==> src/hw/rtl/lsfs_pkg.sv <==
package lsfs_pkg;

  typedef enum logic [1:0] {
    CMD_WRITE = 2'd0,
    CMD_CLEAR = 2'd1,
    CMD_START = 2'd2,
    CMD_TICK  = 2'd3
  } cmd_e;

  localparam logic [7:0] REG_BRIGHTNESS = 8'd0;
  localparam logic [7:0] REG_ONE_DUTY   = 8'd1;
  localparam logic [7:0] REG_ZERO_DUTY  = 8'd2;
  localparam logic [7:0] REG_LATCH      = 8'd3;

  localparam logic [6:0]  BRIGHTNESS_RESET = 7'd40;
  localparam logic [15:0] ONE_DUTY_RESET   = 16'd65;
  localparam logic [15:0] ZERO_DUTY_RESET  = 16'd30;
  localparam logic [7:0]  LATCH_RESET      = 8'd60;
  localparam logic [6:0]  FULL_SCALE       = 7'd100;

  localparam int unsigned BITS_PER_LED = 24;
  localparam logic [4:0]  TOP_BIT      = 5'(BITS_PER_LED - 1);

  // x / 100 equals (x * 5243) >> 19 for every x below 43690.
  localparam logic [12:0] RECIP_100   = 13'd5243;
  localparam int unsigned RECIP_SHIFT = 19;

  typedef struct packed {
    logic [1:0] command;
    logic [7:0] led_index;
    logic [7:0] red_level;
    logic [7:0] green_level;
    logic [7:0] blue_level;
  } cmd_t;

  typedef struct packed {
    logic [15:0] duty_code;
    logic        last_slot;
  } res_t;

endpackage

==> src/hw/rtl/led_strip_frame_serializer.sv <==
// Write, clear and start commands, and ticks outside a frame, keep busy low.
// A tick on the first bit of an LED holds busy through one color read, then three
// channels, each a multiply by brightness and a reciprocal multiply on one shared
// multiplier, and then the emit state; the strobe follows in the cycle after. Any other
// tick in a frame goes straight to emit. Results cannot be stalled. Reset clears all colors
// to zero and loads the defaults: brightness 40, one duty 65, zero duty 30, 60 latch slots.
module led_strip_frame_serializer #(
  parameter int unsigned LED_COUNT = 64
) (
  input  logic          clk_i,
  input  logic          rst_ni,
  input  logic          start,
  output logic          busy,
  input  lsfs_pkg::cmd_t cmd_i,
  output logic          out_strobe_o,
  output lsfs_pkg::res_t res_o,
  input  logic          cfg_we_i,
  input  logic [7:0]    cfg_index_i,
  input  logic [15:0]   cfg_wdata_i
);
  import lsfs_pkg::*;

  localparam int unsigned LedW = (LED_COUNT > 1) ? $clog2(LED_COUNT) : 1;
  localparam logic [LedW-1:0] LAST_LED = LedW'(LED_COUNT - 1);

  localparam logic [2:0] S_IDLE  = 3'd0;
  localparam logic [2:0] S_FETCH = 3'd1;
  localparam logic [2:0] S_MUL   = 3'd2;
  localparam logic [2:0] S_DIV   = 3'd3;
  localparam logic [2:0] S_EMIT  = 3'd4;

  logic [2:0]  state_q, state_d;
  logic [6:0]  bright_q;
  logic [15:0] one_q, zero_q;
  logic [7:0]  latch_q;
  logic        frame_q, data_phase_q;
  logic [LedW-1:0] led_q;
  logic [4:0]  bit_q;
  logic [7:0]  latch_cnt_q;
  logic [1:0]  ch_q;
  logic [14:0] prod_q;
  logic [23:0] grb_q, color_q;
  logic        strobe_q;
  res_t        res_q;

  logic        accept;
  logic        mem_we;
  logic        mem_clear;
  logic [23:0] mem_rdata;
  logic [15:0] mul_a;
  logic [12:0] mul_b;
  logic [28:0] mul_p;
  logic [7:0]  chan;
  logic        last;
  logic [15:0] duty;

  assign accept = start && !busy;
  assign busy   = (state_q != S_IDLE);

  assign mem_we    = accept && !frame_q && (cmd_i.command == CMD_WRITE)
                     && ({1'b0, cmd_i.led_index} < 9'(LED_COUNT));
  assign mem_clear = accept && !frame_q && (cmd_i.command == CMD_CLEAR);

  lsfs_color_mem #(
    .Depth(LED_COUNT),
    .AddrW(LedW)
  ) u_color_mem (
    .clk_i   (clk_i),
    .rst_ni  (rst_ni),
    .we_i    (mem_we),
    .waddr_i (cmd_i.led_index[LedW-1:0]),
    .wdata_i ({cmd_i.red_level, cmd_i.green_level, cmd_i.blue_level}),
    .clear_i (mem_clear),
    .raddr_i (led_q),
    .rdata_o (mem_rdata)
  );

  // Channels are taken in green, red, blue order so the word shifts in as GRB.
  always_comb begin
    case (ch_q)
      2'd0:    chan = color_q[15:8];
      2'd1:    chan = color_q[23:16];
      default: chan = color_q[7:0];
    endcase
  end

  // The one multiplier: level times brightness, then that product times 1/100.
  always_comb begin
    if (state_q == S_DIV) begin
      mul_a = {1'b0, prod_q};
      mul_b = RECIP_100;
    end else begin
      mul_a = {8'd0, chan};
      mul_b = {6'd0, bright_q};
    end
  end
  assign mul_p = 29'(mul_a * mul_b);

  always_comb begin
    if (data_phase_q) begin
      last = (latch_q == 8'd0) && (led_q == LAST_LED) && (bit_q == 5'd0);
      duty = grb_q[bit_q] ? one_q : zero_q;
    end else begin
      last = (latch_cnt_q + 8'd1 == latch_q);
      duty = 16'd0;
    end
  end

  always_comb begin
    state_d = state_q;
    case (state_q)
      S_IDLE: begin
        if (accept && frame_q && (cmd_i.command == CMD_TICK)) begin
          state_d = (data_phase_q && (bit_q == TOP_BIT)) ? S_FETCH : S_EMIT;
        end
      end
      S_FETCH: state_d = S_MUL;
      S_MUL:   state_d = S_DIV;
      S_DIV:   state_d = (ch_q == 2'd2) ? S_EMIT : S_MUL;
      S_EMIT:  state_d = S_IDLE;
      default: state_d = S_IDLE;
    endcase
  end

  always_ff @(posedge clk_i or negedge rst_ni) begin
    if (!rst_ni) begin
      state_q      <= S_IDLE;
      bright_q     <= BRIGHTNESS_RESET;
      one_q        <= ONE_DUTY_RESET;
      zero_q       <= ZERO_DUTY_RESET;
      latch_q      <= LATCH_RESET;
      frame_q      <= 1'b0;
      data_phase_q <= 1'b1;
      led_q        <= '0;
      bit_q        <= TOP_BIT;
      latch_cnt_q  <= 8'd0;
      ch_q         <= 2'd0;
      grb_q        <= 24'd0;
      strobe_q     <= 1'b0;
    end else begin
      state_q  <= state_d;
      strobe_q <= (state_q == S_EMIT);

      if (cfg_we_i && !frame_q) begin
        case (cfg_index_i)
          REG_BRIGHTNESS: bright_q <= (cfg_wdata_i[6:0] > FULL_SCALE) ? FULL_SCALE
                                                                      : cfg_wdata_i[6:0];
          REG_ONE_DUTY:   one_q    <= cfg_wdata_i;
          REG_ZERO_DUTY:  zero_q   <= cfg_wdata_i;
          REG_LATCH:      latch_q  <= cfg_wdata_i[7:0];
          default: ;
        endcase
      end

      if (accept && !frame_q && (cmd_i.command == CMD_START)) begin
        frame_q      <= 1'b1;
        data_phase_q <= 1'b1;
        led_q        <= '0;
        bit_q        <= TOP_BIT;
        latch_cnt_q  <= 8'd0;
      end

      case (state_q)
        S_FETCH: ch_q <= 2'd0;
        S_DIV: begin
          grb_q <= {grb_q[15:0], mul_p[RECIP_SHIFT+7:RECIP_SHIFT]};
          ch_q  <= ch_q + 2'd1;
        end
        S_EMIT: begin
          if (last) begin
            frame_q      <= 1'b0;
            data_phase_q <= 1'b1;
            led_q        <= '0;
            bit_q        <= TOP_BIT;
            latch_cnt_q  <= 8'd0;
          end else if (data_phase_q) begin
            if (bit_q == 5'd0) begin
              bit_q <= TOP_BIT;
              if (led_q == LAST_LED) begin
                data_phase_q <= 1'b0;
                led_q        <= '0;
              end else begin
                led_q <= led_q + LedW'(1);
              end
            end else begin
              bit_q <= bit_q - 5'd1;
            end
          end else begin
            latch_cnt_q <= latch_cnt_q + 8'd1;
          end
        end
        default: ;
      endcase
    end
  end

  always_ff @(posedge clk_i) begin
    if (state_q == S_FETCH) begin
      color_q <= mem_rdata;
    end
    if (state_q == S_MUL) begin
      prod_q <= mul_p[14:0];
    end
    if (state_q == S_EMIT) begin
      res_q.duty_code <= duty;
      res_q.last_slot <= last;
    end
  end

  assign out_strobe_o = strobe_q;
  assign res_o        = res_q;

endmodule

==> src/hw/rtl/lsfs_color_mem.sv <==
module lsfs_color_mem #(
  parameter int unsigned Depth = 64,
  parameter int unsigned AddrW = 6
) (
  input  logic             clk_i,
  input  logic             rst_ni,
  input  logic             we_i,
  input  logic [AddrW-1:0] waddr_i,
  input  logic [23:0]      wdata_i,
  input  logic             clear_i,
  input  logic [AddrW-1:0] raddr_i,
  output logic [23:0]      rdata_o
);

  logic [23:0]      mem_q [Depth];
  logic [Depth-1:0] valid_q;
  logic [23:0]      rdata_q;
  logic             rvalid_q;

  always_ff @(posedge clk_i) begin
    if (we_i) begin
      mem_q[waddr_i] <= wdata_i;
    end
    rdata_q <= mem_q[raddr_i];
  end

  // An entry that was never written since reset or the last clear reads as zero.
  always_ff @(posedge clk_i or negedge rst_ni) begin
    if (!rst_ni) begin
      valid_q  <= '0;
      rvalid_q <= 1'b0;
    end else begin
      if (clear_i) begin
        valid_q <= '0;
      end else if (we_i) begin
        valid_q[waddr_i] <= 1'b1;
      end
      rvalid_q <= valid_q[raddr_i];
    end
  end

  assign rdata_o = rvalid_q ? rdata_q : 24'd0;

endmodule

==> config.mk <==
export PLATFORM = sky130hd
export DESIGN_NAME = led_strip_frame_serializer
export DESIGN_NICKNAME = d
export VERILOG_FILES = /design/src/hw/rtl/lsfs_pkg.sv /design/src/hw/rtl/led_strip_frame_serializer.sv /design/src/hw/rtl/lsfs_color_mem.sv
export SDC_FILE = /design/constraint.sdc
export NUM_CORES = 2
export LEC_CHECK = 0
export BUFFER_PORTS_ARGS = -buffer_cell sky130_fd_sc_hd__buf_2
export CORE_MARGIN = 1
export CORE_UTILIZATION = 65
export CTS_CLUSTER_SIZE = 24
export DETAILED_ROUTE_END_ITERATION = 12
export GPL_TIMING_DRIVEN = 0
export PLACE_DENSITY = 0.83
export SYNTH_ARGS = -nofsm -noshare
export SYNTH_HDL_FRONTEND = slang
export SYNTH_SLANG_ARGS = --single-unit
==> constraint.sdc <==
create_clock -name clk_i -period 10.95 [get_ports clk_i]
set_clock_uncertainty 0.05 [all_clocks]
set_input_delay 1.095 -clock clk_i [delete_from_list [all_inputs] [get_ports clk_i]]
set_output_delay 1.095 -clock clk_i [all_outputs]
set_load 0.01 [all_outputs]
# ---- Word-level counts from Yosys, hierarchy flattened
# Memory sizes are Yosys's and may differ from the RTL's. A register that Yosys moved wholly into a read port is not among the register bits.
# Cells that the tools add are included.
dict set report totals {
  n_memories 1
  output_inout_bits 19
  ram_bits 1536
  regBits 219
}
# memory depth width read_ports rd_ports_with_merged_regs wr line
set mem_list {}
lappend mem_list {u_color_mem.mem_q 64 24 1 1 1 lsfs_color_mem.sv:15} ;# logic [23:0] mem_q [Depth];
dict set report classes {
  n_mul 1
  bitwise_logic 1
  n_lt_le_gt_ge 6
  n_addsub 4
  n_eq_ne 16
  mux 45
  n_reduce_logical 28
}
# cell count
set op_table {}
lappend op_table {{$mux 64} 2}
lappend op_table {{$or 64x64->64} 1}
lappend op_table {{$mux 6} 6}
lappend op_table {{$mux 8} 4}
lappend op_table {{$mul 16x13->27} 1}
lappend op_table {{$mux 5} 5}
lappend op_table {{$eq 8x2->1 const B} 2}
lappend op_table {{$logic_not 8->1} 2}
lappend op_table {{$mux 16} 1}
lappend op_table {{$pmux 8 s2} 1}
lappend op_table {{$mux 1} 15}
lappend op_table {{$mux 15} 1}
lappend op_table {{$lt 6x7->1 const B} 2}
lappend op_table {{$logic_and 1x1->1} 13}
lappend op_table {{$mux 13} 1}
lappend op_table {{$pmux 3 s4} 1}
lappend op_table {{$mux 3} 3}
lappend op_table {{$add 8x1->8 const B} 1}
lappend op_table {{$eq 8x1->1 const B} 1}
lappend op_table {{$eq 8x8->1} 1}
lappend op_table {{$lt 8x7->1 const B} 1}
lappend op_table {{$reduce_and 2->1} 4}
lappend op_table {{$gt 7x7->1 const B} 1}
lappend op_table {{$mux 7} 1}
lappend op_table {{other kinds (23)} 30}

# ---- Logic depth before layout (Yosys ltp)
dict set report logic_depth {
  word_depth 11
  depth_mapped 27
  mapped_depth_nobuf 25
}

# ---- Modules after synthesis
# From an unflattened synthesis, not the netlist that was laid out.
dict set report unflattened {
  cells_unflattened 4009
  hier_area_um2 74026.0
}
# mod seq_area_each_um2 n_inst area_per_inst_um2 cells_each
set by_module_without_submodules {}
lappend by_module_without_submodules {lsfs_color_mem 48231.3 1 62002.0 2799}
lappend by_module_without_submodules {led_strip_frame_serializer 4155.2 1 12024.0 1210}

# ---- Worst setup path after synthesis
# No wires, ideal clock.
dict set report synth_path {
  path_kind {reg2reg}
  from {reg ch_q[0]}
  to {reg grb_q[5]}
  stages_incl_launch_ff 27
  setup_slack_ns 5.242
  period_less_slack_ns 5.708
  t_arrival_ns 5.524
  n_path_buf 2
  cell_sequence {dfrtp_1 -> inv_1 -> ha_1 -> clkbuf_1 -> nor2_1 -> nand2_1 -> a21oi_1 -> nor2_1 -> nor2_1 -> fa_1 -> inv_1 -> fa_1 -> inv_1 -> fa_1 -> inv_1 -> fa_1 -> fa_1 -> inv_1 -> ha_1 -> clkbuf_1 -> a21oi_1 -> nand2_1 -> o211ai_1 -> o211ai_1 -> a221oi_1 -> xor2_1 -> o21ai_0}
}
dict set report synth_via {
  elab_chain_len 4
}
# element line
set synth_rtl {}
lappend synth_rtl {{start: declaration} led_strip_frame_serializer.sv:40} ;# logic [1:0] ch_q;
lappend synth_rtl {{start signal: assignment} led_strip_frame_serializer.sv:167} ;# ch_q <= ch_q + 2'd1;
lappend synth_rtl {{$eq 2x1->1 / $logic_not 2->1 (equally long branches)} led_strip_frame_serializer.sv:80} ;# case (ch_q)
lappend synth_rtl {{$pmux 8 s2 *} led_strip_frame_serializer.sv:80}
lappend synth_rtl {{$mux 15 *} led_strip_frame_serializer.sv:89} ;# if (state_q == S_DIV) begin
lappend synth_rtl {{$mul 16x13->27 *} led_strip_frame_serializer.sv:97} ;# assign mul_p = 29'(mul_a * mul_b);
lappend synth_rtl {{end signal: assignment} led_strip_frame_serializer.sv:166} ;# grb_q <= {grb_q[15:0], mul_p[RECIP_SHIFT+7:RECIP_SHIFT]};
lappend synth_rtl {{end: declaration} led_strip_frame_serializer.sv:42} ;# logic [23:0] grb_q, color_q;
# Every way passes the cells marked *; elsewhere a longest branch is shown, timed or not.
# A chain may end at the register's enable or synchronous reset.

# ---- Final worst setup path
# Ends and elaborated chain as after synthesis.

==> impl_metrics.py <==
metrics = {
    "timing": {
        "fin_crit_sh": 0.6461,
        "hold_violations": 0,
        "grt_setup_unrepaired": "no",
        "hold_slack_ns": 0.3040,
        "fin_tns_setup_ns": 0,
        "min_period_ns": 7.074,
        "tightestPinTransition_ns": 1.617,
        "finalSetupViolCount": 0,
        "slew_viol_final": 173,
        "max_freq_mhz": 141.4,
        "slew-limit-headroom": -0.07809,
    },
    "placed_design": {
        "placed_area_um2": 77440,
        "port_buffers": 77,
        "gp_congestion": 1.055,
        "dpl.hpwl_mm": 131.4,
    },
    "logic_synthesis": {
        "synthTopCellsByCount": "edfxtp_1 (1,592), mux2i_1 (301), a21oi_1 (242), mux4_2 (208), o21ai_0 (205)",
        "synth_flop_cell": "edfxtp_1",
        "synth_edf_count": 1592,
        "yosys.area.top_type": "edfxtp_1",
        "synth_area_um2": 74210,
        "async_flop_share": 0.09162,
        "synth_cells": 4383,
        "yosysMostFrequentCell": "edfxtp_1",
        "synth-seq-area-share": 0.7059,
        "synth_top_area_frac": 0.6442,
        "syn_area_per_cell_um2": 16.93,
        "synth_cell_types": 78,
        "synthTopCellsByArea": "edfxtp_1 (64%), mux4_2 (6.3%), dfrtp_1 (4.9%)",
        "synth_seq_cells": 1779,
        "yosys_warnings": 0,
    },
    "cts": {
        "cts_buffers": 170,
        "cts_tree": "built",
        "clock-sinks": 1779,
        "cts_resized": 0,
        "cts_buffer_depth": 3,
        "h-tree-depth": 4,
        "post-cts-setup-buffers": 0,
        "root_buffer": "clkbuf_16",
        "insertion_delay_ns": 0.80,
        "clk_pin_slew_ns": 0.07,
        "ctsHoldBuffers": 0,
    },
    "cells_and_area": {
        "multi_input_area_um2": 20450,
        "drive_above_1_share": 0.1793,
        "fillers": 6266,
        "area_growth_pct": 11.67,
        "nNetsFinal": 4928,
        "fin_util": 0.7347,
        "final-seq-area_um2": 52390,
        "final_area_um2": 82870,
    },
    "floorplanning": {
        "die_h_um": 339.9,
        "rows": 123,
        "core-area_um2": 112800,
        "num_io_pins": 81,
        "initial_core_util": 0.6579,
        "die_w_um": 339.9,
        "die_area_um2": 115500,
    },
    "run_status": {
        "outcome": "complete, but fails checks",
        "violations": "capacitance limit, slew limit",
    },
    "worst_setup_path": {
        "timing.critical_path.from": "ch_q[0]$_DFFE_PN0P_",
        "r2r_slack_ns": 3.88,
        "critPathSlowestCell": "fa_1",
        "critPathMaxStageDelay_ns": 0.51,
        "required_ns": 11.57,
        "crit_path_end": "grb_q[5]$_DFFE_PN0N_",
        "crit_fanout": 9,
        "r2r_cells": 26,
        "worstSetupPathType": "reg2reg",
        "crit-reg2reg-launch": "ch_q[0]$_DFFE_PN0P_",
        "r2r_end": "grb_q[5]$_DFFE_PN0N_",
        "cp-end-kind": "register",
        "start_kind": "register",
        "crit_arrival_ns": 7.69,
    },
    "route": {
        "vias": 44630,
        "drt_wl_total_mm": 208.4,
        "drc": 0,
        "vias_per_cell": 7.060,
        "drt_pass1_iterations": 6,
        "ant_nets": 0,
        "post_drt_wl_per_cell_um": 32.97,
        "drtIter0Drc": 6744,
    },
    "grt": {
        "grt_max_degree": 95,
        "antenna_found_initial": 17,
        "grt_pass1_wl_mm": 297.0,
        "first_global_vias": 44310,
        "grt_overflow": 0,
        "gr-usage-all-layers": 0.3616,
    },
    "power": {
        "ir_worst_vdd_v": 0.0007693,
        "total_power_mw": 25.35,
        "pwr_density_cell_nw_per_um2": 305.9,
        "p_leak_nw": 27.75,
    },
    "hold_path": {
        "hold_path.class": "in2async",
    },
    "job": {
        "cap_violations": 3,
    },
}
==> stage by stage <==
step / instances / worst slack [ns]
6_report: 6321 / 3.876
5_1_grt: 6315 / 3.432
4_1_cts: 6313 / 3.931
3_5_place_dp: 5997 / 3.950
3_3_place_gp: 5966 / 4.102
2_1_floorplan: 4389 / 5.242
==> cell type report <==
| cell class | instances | share of cell area |
|---|---|---|
| sequential | 1779 | 0.6321 |
| multi-input combinational | 2177 | 0.2468 |
| clock buffer | 220 | 0.05521 |
| tap | 1500 | 0.02265 |
| timing repair buffer | 109 | 0.01232 |
| buffer | 231 | 0.01182 |
| clock inverter | 96 | 0.009708 |
| inverter | 202 | 0.009149 |
| antenna | 7 | 0.0002114 |
==> worst min-delay path by stage <==
stage / from / to / slack, ns
after global routing: rst_ni / grb_q[7]$_DFFE_PN0N_ / 0.35
final: rst_ni / grb_q[7]$_DFFE_PN0N_ / 0.30
after global placement: grb_q[22]$_DFFE_PN0N_ / grb_q[22]$_DFFE_PN0N_ / 0.41
after floorplan: grb_q[18]$_DFFE_PN0N_ / grb_q[18]$_DFFE_PN0N_ / 0.39
after CTS: rst_ni / grb_q[7]$_DFFE_PN0N_ / 0.30
after detailed placement: grb_q[17]$_DFFE_PN0N_ / grb_q[17]$_DFFE_PN0N_ / 0.42
==> placed cells by master, fill, tap and decap left out, types with 24 or more instances in the layout <==
cell	count
dfrtp_1	146
a21oi_1	242
buf_1	29
dfxtp_1	24
nand2_1	131
mux2i_1	301
buf_2	120
clkinv_1	35
o21ai_0	205
a32o_1	26
nor2_2	29
inv_1	201
mux4_2	208
o22ai_1	59
clkinv_2	37
nor2_4	38
nor3_1	37
edfxtp_1	1592
fa_1	83
nand3_1	34
ha_1	113
clkbuf_16	173
clkbuf_1	184
mux2_2	143
and2_1	38
o221ai_1	150
nor2_1	108
o21a_1	68
==> cells by family (layout without fill, tap and decap cells) <==
kind of cell / Yosys count / count (layout) / synth area share
xor gates and xnor gates: 33 / 33 / 0.003894
and+or+nand+nor: 485 / 485 / 0.03105
DFF: 1779 / 1779 / 0.7059
adders and majority gates: 196 / 196 / 0.04144
other: 1 / 14 / 0.00005053
muxes: 652 / 652 / 0.1254
AOI/OAI and AO/OA: 804 / 804 / 0.06887
buffers and inverters: 433 / 858 / 0.02340
==> metal layers <==
metal / part of all wire / vias up / global-route usage
met4: 0.066 / 18 / 0.2075
met1: 0.34 / 22260 / 0.4656
met2: 0.46 / 3842 / 0.5491
met5: 0.00065 / - / 0.001634
met3: 0.14 / 722 / 0.1138
li1: - / 17780 / -
==> sequential cells by signal, summed over array words and instances (netlist names), 6 cells and up <==
| signal | count |
|---|---|
| one_q | 16 |
| u_color_mem.valid_q | 64 |
| u_color_mem.rdata_q | 24 |
| bright_q | 7 |
| led_q | 6 |
| prod_q | 15 |
| latch_q | 8 |
| u_color_mem.mem_q | 1536 |
| res_o | 17 |
| color_q | 24 |
| latch_cnt_q | 8 |
| zero_q | 16 |
| grb_q | 24 |
==> worst max-delay path: cells and delay by family (launching register included) <==
kind / cells / cell delay [ns]
DFF: 1 / 0.39
AOI/OAI and AO/OA: 6 / 1.78
buffers and inverters: 7 / 0.72
and+or+nand+nor: 5 / 1.09
adders and majority gates: 7 / 2.69
xor gates and xnor gates: 1 / 0.20
==> where the power goes <==
part           switching (mW)  total [mW]  internal (mW)
clock                    2.62        5.72           3.11
combinational            7.44        11.6           4.11
sequential              0.109        8.07           7.96
total                    10.2        25.4           15.2
Power figures use the tool's default switching activity.
